==> config.mk <==
export PLATFORM = sky130hd
export DESIGN_NAME = bfdh_ctrl
export DESIGN_NICKNAME = d
export VERILOG_FILES = /design/src/rtl/core/bfdh_pkg.sv /design/src/rtl/core/bfdh_ctrl.sv
export SDC_FILE = /design/constraint.sdc
export NUM_CORES = 1
export LEC_CHECK = 0
export ABC_AREA = 0
export BUFFER_PORTS_ARGS = -buffer_cell sky130_fd_sc_hd__buf_2
export CORE_AREA = 2 2 39 41
export DETAILED_ROUTE_END_ITERATION = 16
export DIE_AREA = 0 0 41 43
export PLACE_DENSITY_LB_ADDON = 0.12
export REMOVE_ABC_BUFFERS = 1
export SETUP_SLACK_MARGIN = 0.2
export SKIP_CTS_REPAIR_TIMING = 1
export SYNTH_ARGS = -nofsm -noshare
export SYNTH_HDL_FRONTEND = slang
export SYNTH_SLANG_ARGS = --single-unit
==> constraint.sdc <==
create_clock -name clk -period 1.5 [get_ports clk]
set_input_delay 0.3 -clock clk [delete_from_list [all_inputs] [get_ports clk]]
set_output_delay 0.3 -clock clk [all_outputs]
set_load 0.005 [all_outputs]
==> src/rtl/core/bfdh_pkg.sv <==
package bfdh_pkg;

  localparam int HASH_W    = 32;
  localparam int HC_W      = 5;
  localparam int FB_W      = 11;
  localparam int NB_W      = FB_W + 3;
  localparam int CFG_IDX_W = 2;
  localparam int CFG_W     = FB_W;

  localparam int DEF_MAX_BYTES = 1024;

  localparam logic [HC_W-1:0] HC_RESET = 5'd6;
  localparam logic [HC_W-1:0] HC_MIN   = 5'd1;
  localparam logic [HC_W-1:0] HC_MAX   = 5'd30;
  localparam logic [FB_W-1:0] FB_RESET = 11'd1024;
  localparam logic [FB_W-1:0] FB_MIN   = 11'd8;

  localparam int ROT_AMT = 17;

  // Quotient bits resolved per divider cycle.
  localparam int DIV_BITS  = 4;
  localparam int DIV_STEPS = HASH_W / DIV_BITS;
  localparam int DIV_CNT_W = $clog2(DIV_STEPS);

  localparam logic [1:0] OP_INSERT = 2'd0;
  localparam logic [1:0] OP_QUERY  = 2'd1;
  localparam logic [1:0] OP_CLEAR  = 2'd2;

  localparam logic [CFG_IDX_W-1:0] REG_HASH_COUNT   = 2'd0;
  localparam logic [CFG_IDX_W-1:0] REG_FILTER_BYTES = 2'd1;

  typedef enum logic [2:0] {
    ST_INIT,
    ST_IDLE,
    ST_DECODE,
    ST_DIV,
    ST_READ,
    ST_CHECK,
    ST_CLEAR,
    ST_FINISH
  } state_t;

  typedef struct packed {
    logic take;
    logic load;
    logic set_content;
    logic clr_content;
    logic div_step;
    logic read;
    logic check;
    logic set_hit;
    logic sweep;
    logic emit;
  } cmd_t;

  typedef struct packed {
    logic [1:0] op;
    logic       empty;
    logic       has_content;
    logic       div_last;
    logic       last_probe;
    logic       bit_set;
    logic       sweep_last;
    logic       out_busy;
  } stat_t;

endpackage

==> src/rtl/core/bfdh_ctrl.sv <==
module bfdh_ctrl (
  input  logic             clk,
  input  logic             rst,
  input  logic             item_valid,
  input  bfdh_pkg::stat_t  stat,
  output bfdh_pkg::cmd_t   cmd
);

  bfdh_pkg::state_t state;
  bfdh_pkg::state_t state_next;

  always_ff @(posedge clk) begin
    if (rst) begin
      state <= bfdh_pkg::ST_INIT;
    end else begin
      state <= state_next;
    end
  end

  always_comb begin
    cmd        = '0;
    state_next = state;
    case (state)
      bfdh_pkg::ST_INIT: begin
        cmd.sweep = 1'b1;
        if (stat.sweep_last) begin
          state_next = bfdh_pkg::ST_IDLE;
        end
      end
      bfdh_pkg::ST_IDLE: begin
        cmd.take = 1'b1;
        if (item_valid) begin
          cmd.load   = 1'b1;
          state_next = bfdh_pkg::ST_DECODE;
        end
      end
      bfdh_pkg::ST_DECODE: begin
        case (stat.op)
          bfdh_pkg::OP_INSERT: begin
            cmd.set_content = 1'b1;
            state_next      = bfdh_pkg::ST_DIV;
          end
          bfdh_pkg::OP_QUERY: begin
            // An empty key or an empty filter answers without probing.
            if (!stat.empty && stat.has_content) begin
              state_next = bfdh_pkg::ST_DIV;
            end else begin
              state_next = bfdh_pkg::ST_FINISH;
            end
          end
          bfdh_pkg::OP_CLEAR: begin
            cmd.clr_content = 1'b1;
            state_next      = bfdh_pkg::ST_CLEAR;
          end
          default: begin
            state_next = bfdh_pkg::ST_FINISH;
          end
        endcase
      end
      bfdh_pkg::ST_DIV: begin
        cmd.div_step = 1'b1;
        if (stat.div_last) begin
          state_next = bfdh_pkg::ST_READ;
        end
      end
      bfdh_pkg::ST_READ: begin
        cmd.read   = 1'b1;
        state_next = bfdh_pkg::ST_CHECK;
      end
      bfdh_pkg::ST_CHECK: begin
        cmd.check = 1'b1;
        if (stat.op == bfdh_pkg::OP_QUERY && !stat.bit_set) begin
          state_next = bfdh_pkg::ST_FINISH;
        end else if (stat.last_probe) begin
          cmd.set_hit = (stat.op == bfdh_pkg::OP_QUERY);
          state_next  = bfdh_pkg::ST_FINISH;
        end else begin
          state_next = bfdh_pkg::ST_DIV;
        end
      end
      bfdh_pkg::ST_CLEAR: begin
        cmd.sweep = 1'b1;
        if (stat.sweep_last) begin
          state_next = bfdh_pkg::ST_FINISH;
        end
      end
      bfdh_pkg::ST_FINISH: begin
        if (!stat.out_busy) begin
          cmd.emit   = 1'b1;
          state_next = bfdh_pkg::ST_IDLE;
        end
      end
      default: begin
        state_next = bfdh_pkg::ST_IDLE;
      end
    endcase
  end

`ifndef SYNTHESIS
  a_emit_free: assert property (@(posedge clk) disable iff (rst)
    cmd.emit |-> !stat.out_busy)
    else $error("result issued while output register is held");

  a_read_after_div: assert property (@(posedge clk) disable iff (rst)
    state == bfdh_pkg::ST_READ |-> $past(state) == bfdh_pkg::ST_DIV && $past(stat.div_last))
    else $error("probe read started before remainder was complete");

  a_hit_needs_bit: assert property (@(posedge clk) disable iff (rst)
    cmd.set_hit |-> stat.bit_set && stat.last_probe)
    else $error("match flagged without all probe bits set");

  a_no_write_clash: assert property (@(posedge clk) disable iff (rst)
    !(cmd.sweep && cmd.check))
    else $error("sweep and probe write in the same cycle");
`endif

endmodule

======== Word-level counts from Yosys, hierarchy flattened ========
Cells that the tools add are included.
storage, ports and cells
  input bits .............................. 12
  register bits after elaboration ......... 3
operators by class
  muxes and demuxes ....................... 23
  equality and inequality tests ........... 14
  reduce and logical (&&, ||, !) cells .... 8
operators by type and width
  kind                                           count
  two-way mux 3 bit                              8
  one-hot mux 3 bit (8 select lines)             1
  == test 3 bit, second input constant           4
  two-way mux 1 bit                              10
  inequality test 2 bit, second input constant   5
  one-hot mux 3 bit (3 select lines)             1
  == test 3 x 2 -> 1 bit, second input constant  2
  two-way mux 2 bit                              3
  AND reduction 5 bit                            1
  == test 3 x 1 -> 1 bit, second input constant  1
  logical NOT 3 bit                              1
  == test 2 x 1 -> 1 bit, second input constant  1
  == test 2 bit, second input constant           1
  logical AND 1 bit                              2
  logical NOT 1 bit                              2
  logical NOT 2 bit                              1
  OR reduction 2 bit                             1

======== Depth between registers and ports, before layout ========
Gate-level depths: netlist of run 1.
  word-level depth ........................ 5
  mapped depth ............................ 7
  gate-level depth less buffers ........... 7

======== Worst setup path before layout of run 1 ========
No wires, ideal clock.
  kind .................................... reg2reg
  from .................................... reg state[0]
  to ...................................... reg state[1]
  clock period less this slack ............ 1.545 ns
  arrival time ............................ 1.431 ns
  stages on the path, launching flop included .. 7
  path slack .............................. -0.045 ns
  cells stage by stage .................... dfxtp_1 > inv_1 > ha_1 > mux2_2 > a22oi_4 > mux2i_1 > nor2_1
on the way
  word-level cells in the longest chain between the ends .. 3
ends and longest elaborated chain
  item                                                  RTL line         RTL
  start: declaration                                    bfdh_ctrl.sv:9   bfdh_pkg::state_t state;
  start signal: assignment                              bfdh_ctrl.sv:14  state <= bfdh_pkg::ST_INIT;
  start signal: assignment                              bfdh_ctrl.sv:16  state <= state_next;
  == test 3 x 2 -> 1 bit, or another cell as far along  bfdh_ctrl.sv:23  case (state)
  inequality test 2 bit (no source line)                --
  AND reduction 5 bit (no source line)                  --
Several ways; a longest one is shown, not always the timed one.
A chain may end at the register's enable or synchronous reset.

==> results of run 1 <==
area by class of cell:
cell class	count	area (sq um)	area share, %
Clock buffer	4	26.3	4.09
Timing Repair Buffer	28	165	25.7
Tap cell	16	20.0	3.12
Sequential cell	3	66.3	10.3
Inverter	8	30.0	4.68
Multi-Input combinational cell	38	334	52.0
stage by stage:
| stage | setup slack [ps] | util, % |
|---|---|---|
| 4_1_cts | -231 | 41.7 |
| 6_report | -77.1 | 46.4 |
| 2_1_floorplan | -45.0 | - |
| 3_3_place_gp | -148 | 39.8 |
| 5_1_grt | -132 | 46.4 |
| 3_5_place_dp | -114 | 39.8 |
cell families after synthesis:
| logic type | Yosys count | share of synthesized area [%] |
|---|---|---|
| and+or+nand+nor | 21 | 30.6 |
| AOI/OAI and AO/OA | 11 | 24.4 |
| buffers and inverters | 9 | 10.7 |
| adders and majority gates | 4 | 13.0 |
| DFF | 3 | 15.6 |
| muxes | 2 | 5.54 |
path summary, 6_finish.rpt:
check	slack, ps	endpoint	depth (start not counted)
worst max register to register	-40	state[1]	6
worst min-delay path	260	state[0]	2
worst min register to register	580	state[0]	2
worst max-delay path	-80	cmd[8]	6
synthesized netlist by cell type, drive strengths merged:
master | n | area share [%]
buf | 1 | 2.9
a22oi | 1 | 5.5
mux2i | 1 | 2.6
and2b | 2 | 3.9
a221o | 1 | 2.6
nor3b | 1 | 2.0
dfxtp | 3 | 16
o21ai | 2 | 2.6
ha | 4 | 13
nor3 | 3 | 3.9
inv | 8 | 7.8
a211o | 1 | 2.3
and2 | 3 | 4.9
nand2b | 2 | 3.3
and4b | 1 | 2.6
a211oi | 1 | 3.3
nor2 | 3 | 2.9
a221oi | 1 | 2.3
a21oi | 3 | 3.9
o211ai | 1 | 2.0
mux2 | 1 | 2.9
or3 | 1 | 1.6
and3 | 1 | 1.6
nand2 | 4 | 3.9
per-layer routing:
layer	vias to the layer above	global-route usage [%]	share of wire [%]
met2	11	16.6	52
met5	-	0	0
met4	0	2.00	0.60
met1	203	15.1	42
li1	236	-	-
met3	2	4.71	4.8
power by group through the flow:
stage	sequential (mW)	clock, mW	combinational, mW
after global routing	0.157	0.151	0.841
after CTS	0.133	0.143	0.640
after global placement	0.135	0	0.644
after detailed placement	0.135	0	0.638
after floorplan	0.138	0	0.394
final	0.155	0.139	0.763
worst max-delay path, cell delays in order, from the launching register on:
cell and delay (ps):
dfxtp_2 320, inv_2 50, ha_4 180, buf_6 110
and2b_1 150, and2_1 120, buf_2 120
==> summary.md, run 1 <==
| Metric | Value |
|---|---|
| CORE AREA | `0.00138 sq mm` |
| Initial core utilization | `27.8%` |
| Placed insts | `93` |
| Crit path DAT | `1280 ps` |
| Routability cong. | `0.728` |
| Rel. slew slack | `84.8%` |
| Register area share after synthesis | `15.6%` |
| Clock-pin slew on the worst setup and hold paths | `30 ps` |
| Worst min path class | `in -> reg` |
| Commonest non-fill, non-tap cell in the layout | `buf_2` |
| Pre-antenna DRT Iters | `2` |
| Vias/cell | `4.66` |
| Layout cells sized above 1 | `56.8%` |
| DR iter-0 viols | `1` |
| Startpoint types | `flop` |
| GRT Overall Usage | `11.2%` |
| Fin cells | `97` |
| Minimum clock period | `1580 ps` |
| Most frequent cells in the layout | `buf_2 (21), inv_1 (6), buf_4 (5)` |
| CTS tree | `done` |
| Sink Count | `3` |
| WHS | `258 ps` |
| CP Capture Type | `output port` |
| Setup tns final | `-320 ps` |
| Antenna violations before repair | `0` |
| Vias in the first global route | `339` |
| Num rows | `14` |
| Int Power | `0.634 mW` |
| Sw Ratio | `40.0%` |
| Netlist cell types | `24` |
| Syn-to-layout area delta | `67.1%` |
| Htree depth | `1` |
| MaxCap Viol Count | `0` |
| Final Hold Fails | `0` |
| Post-route cell area | `642 sq um` |
| Worst-margin pin slew | `226 ps` |
| Worst r2r src | `state[1]` |
| First-pass GRT wire length | `1370 um` |
| Period Utilization, post-route | `105%` |
| Clock Skew | `1.03 ps` |
| Fmax | `634 MHz` |
| Fillers | `145` |
| Total power | `1.06 mW` |
| Largest net degree at the start of global routing | `11` |
| Clock Tree Root | `clkbuf_4` |
| Synthesized area | `384 sq um` |
| Sw power | `0.422 mW` |
| I/O Pins | `22` |
| Run status | `complete, but fails checks` |
| Fin. max-slew vios | `0` |
| Flop pwr share | `14.7%` |
| Die Height | `43 um` |
| Routed Antenna Nets | `0` |
| Die area | `0.00176 sq mm` |
| YS warnings | `0` |
| Final setup fails | `9` |
| Peak VDD IR | `0.743 mV` |
| Crit path from | `state[1]` |
| Clk pwr share | `13.1%` |
| HPWL Detailed | `775 um` |
| CP required | `1200 ps` |
| Biggest register | `state` |
| Synthesized area per cell | `7.68 sq um` |
| Port buffer count | `21` |
| Largest regs | `state: 3 flops` |
| Hold Crit Start | `rst` |
| Worst setup slack after layout | `-77.1 ps` |
| Nets@finish | `98` |
| Clk_lat worst skew | `230 ps` |
| GRT overflow | `0` |
| Leak Pwr | `0.329 nW` |
| Chip Width | `41 um` |
| WL per Instance | `10.3 um` |
| Area post-placement | `551 sq um` |
| DRC Markers | `0` |
| Clock Path Buffers | `2` |
| Largest register FFs | `3` |
| CTS Buf Count | `3` |
| WS Path Type | `reg -> out` |
| RSZ-0062 raised after global routing | `yes` |
| Gate Count Post-Synth | `50` |
| Power Dens Cells | `1650 mW/mm^2` |
| Crit-path max FO | `6` |
| Vias | `452` |
| Total Wirelength | `999 um` |
| Failing checks | `negative setup slack` |
| # diodes | `0` |
| Comb pwr share | `72.2%` |
| Flops & latches, synth | `3` |
Power figures use the tool's default switching activity.
==> run 2: changes to the inputs <==
- MAX_ROUTING_LAYER: default -> met4
- PLACE_DENSITY: default -> 0.64
- PLACE_DENSITY_LB_ADDON: 0.12 -> default
==> run 2 against run 1 <==
The run still ends with negative setup slack left. Largest power group unchanged. Combinational power grew 2%. Critical endpoint unchanged. Clock-buffer cell count did not move. Setup slack got worse by 9.5 ps. Critical path type unchanged.
==> summary.md, run 2 (same netlist as run 1, synthesis figures left out) <==
| Metric | Value |
|---|---|
| Pre-antenna DRT Iters | `4` |
| CTS tree | `done` |
| Die area | `0.00176 sq mm` |
| Total Wirelength | `998 um` |
| Peak VDD IR | `0.748 mV` |
| CP Capture Type | `output port` |
| Port buffer count | `21` |
| Power Dens Cells | `1640 mW/mm^2` |
| GR peak layer | `met2` |
| DR iter-0 viols | `2` |
| Run status | `complete, but fails checks` |
| Leak Pwr | `0.337 nW` |
| Largest regs | `state: 3 flops` |
| Worst-margin pin slew | `226 ps` |
| Antenna violations before repair | `0` |
| HPWL Detailed | `754 um` |
| I/O Pins | `22` |
| Placed insts | `93` |
| Rel. slew slack | `84.8%` |
| Period Utilization, post-route | `106%` |
| Largest stage delay, worst path | `320 ps` |
| Crit-path max FO | `6` |
| RSZ-0062 raised after global routing | `yes` |
| Commonest non-fill, non-tap cell in the layout | `buf_2` |
| First-pass GRT wire length | `1520 um` |
| Met2 Use GR | `18.4%` |
| Clock-pin slew on the worst setup and hold paths | `40 ps` |
| Clock Skew | `5.88 ps` |
| Failing checks | `negative setup slack` |
| DRC Markers | `0` |
| Clk_lat worst skew | `240 ps` |
| GRT overflow | `0` |
| Fin cells | `98` |
| Largest net degree at the start of global routing | `7` |
| WL per Instance | `10.2 um` |
| Syn-to-layout area delta | `71.3%` |
| Routability cong. | `0.779` |
| CORE AREA | `0.00138 sq mm` |
| Initial core utilization | `27.8%` |
| MaxCap Viol Count | `0` |
| Vias/cell | `4.69` |
| Slowest CP cell | `dfxtp_2` |
| Fin. max-slew vios | `0` |
| Minimum clock period | `1590 ps` |
| Crit path DAT | `1290 ps` |
| Clock Path Buffers | `2` |
| Vias | `460` |
| # diodes | `0` |
| Num rows | `14` |
| WHS | `252 ps` |
| Vias in the first global route | `398` |
| Startpoint types | `flop` |
| Met3 Use GR | `9.42%` |
| Largest register FFs | `3` |
| Nets@finish | `99` |
| CP Cell Sequence | `inv_2, ha_4, buf_6, and2b_1, and2_1, buf_2` |
| Sink Count | `3` |
| WS Path Type | `reg -> out` |
| Chip Width | `41 um` |
| Final cell utilization of the core | `47.6%` |
| CTS Buf Count | `3` |
| Htree depth | `1` |
| Met1 Use GR | `14.4%` |
| GRT Overall Usage | `13.1%` |
| Routed Antenna Nets | `0` |
| Worst min path class | `in -> reg` |
| Pre-CTS setup slack | `-108 ps` |
| Fillers | `139` |
| Biggest register | `state` |
| Worst setup slack after layout | `-86.6 ps` |
| Final Hold Fails | `0` |
| CP required | `1200 ps` |
| Die Height | `43 um` |
| Layout cells sized above 1 | `57.3%` |
| Clock Tree Root | `clkbuf_4` |
| Fmax | `630 MHz` |
| Most frequent cells in the layout | `buf_2 (20), inv_1 (6), buf_4 (6)` |
| Final setup fails | `9` |
-- run 2: cell types whose count changed in the layout (fill, tap and decap cells not counted), sizes merged --
cell / before / now
buf: 28 / 29
-- run 2: path summary, 6_finish.rpt --
| kind | start | endpoint | slack, ps | cells past startpoint |
|---|---|---|---|---|
| setup / recovery | state[1] | cmd[8] | -90 | 6 |
| hold / removal | rst | state[0] | 250 | 2 |
| setup reg to reg | state[1] | state[2] | -80 | 6 |
| hold reg to reg | state[0] | state[0] | 580 | 2 |
-- run 2: power breakdown --
| group | switching (mW) | total (mW) | internal, mW |
|---|---|---|---|
| Clock | 0.0461 | 0.146 | 0.100 |
| Sequential | 0.0315 | 0.152 | 0.120 |
| Combinational | 0.350 | 0.780 | 0.430 |
| Total | 0.428 | 1.08 | 0.650 |
-- run 2: cell type report --
| class | instances | area, sq um | area share (%) |
|---|---|---|---|
| Clock buffer | 4 | 26.3 | 3.99 |
| Timing Repair Buffer | 29 | 179 | 27.2 |
| Inverter | 8 | 30.0 | 4.56 |
| Multi-Input combinational cell | 38 | 338 | 51.3 |
| Tap cell | 16 | 20.0 | 3.04 |
| Sequential cell | 3 | 65.1 | 9.89 |
-- run 2: per-layer routing --
metal	share of wire [%]	wire length, um	vias up
met3	8.7	87	2
met5	0	0	-
met2	50	501	16
met4	0.60	6	0
li1	-	-	238
met1	40	403	204
-- run 2: through the flow --
stage	setup TNS [ps]	power, mW	area, sq um
4_1_cts	-1510	0.922	577
3_3_place_gp	-204	0.765	551
6_report	-454	1.08	658
5_1_grt	-1150	1.17	658
2_1_floorplan	-53.8	0.532	373
3_5_place_dp	-272	0.771	551
-- run 2: worst max-delay path: cells and delay by family, from the launching register on --
family,cells,cell delay (ps)
and+or+nand+nor,2,280
adders and majority gates,1,170
DFF,1,320
buffers and inverters,3,280
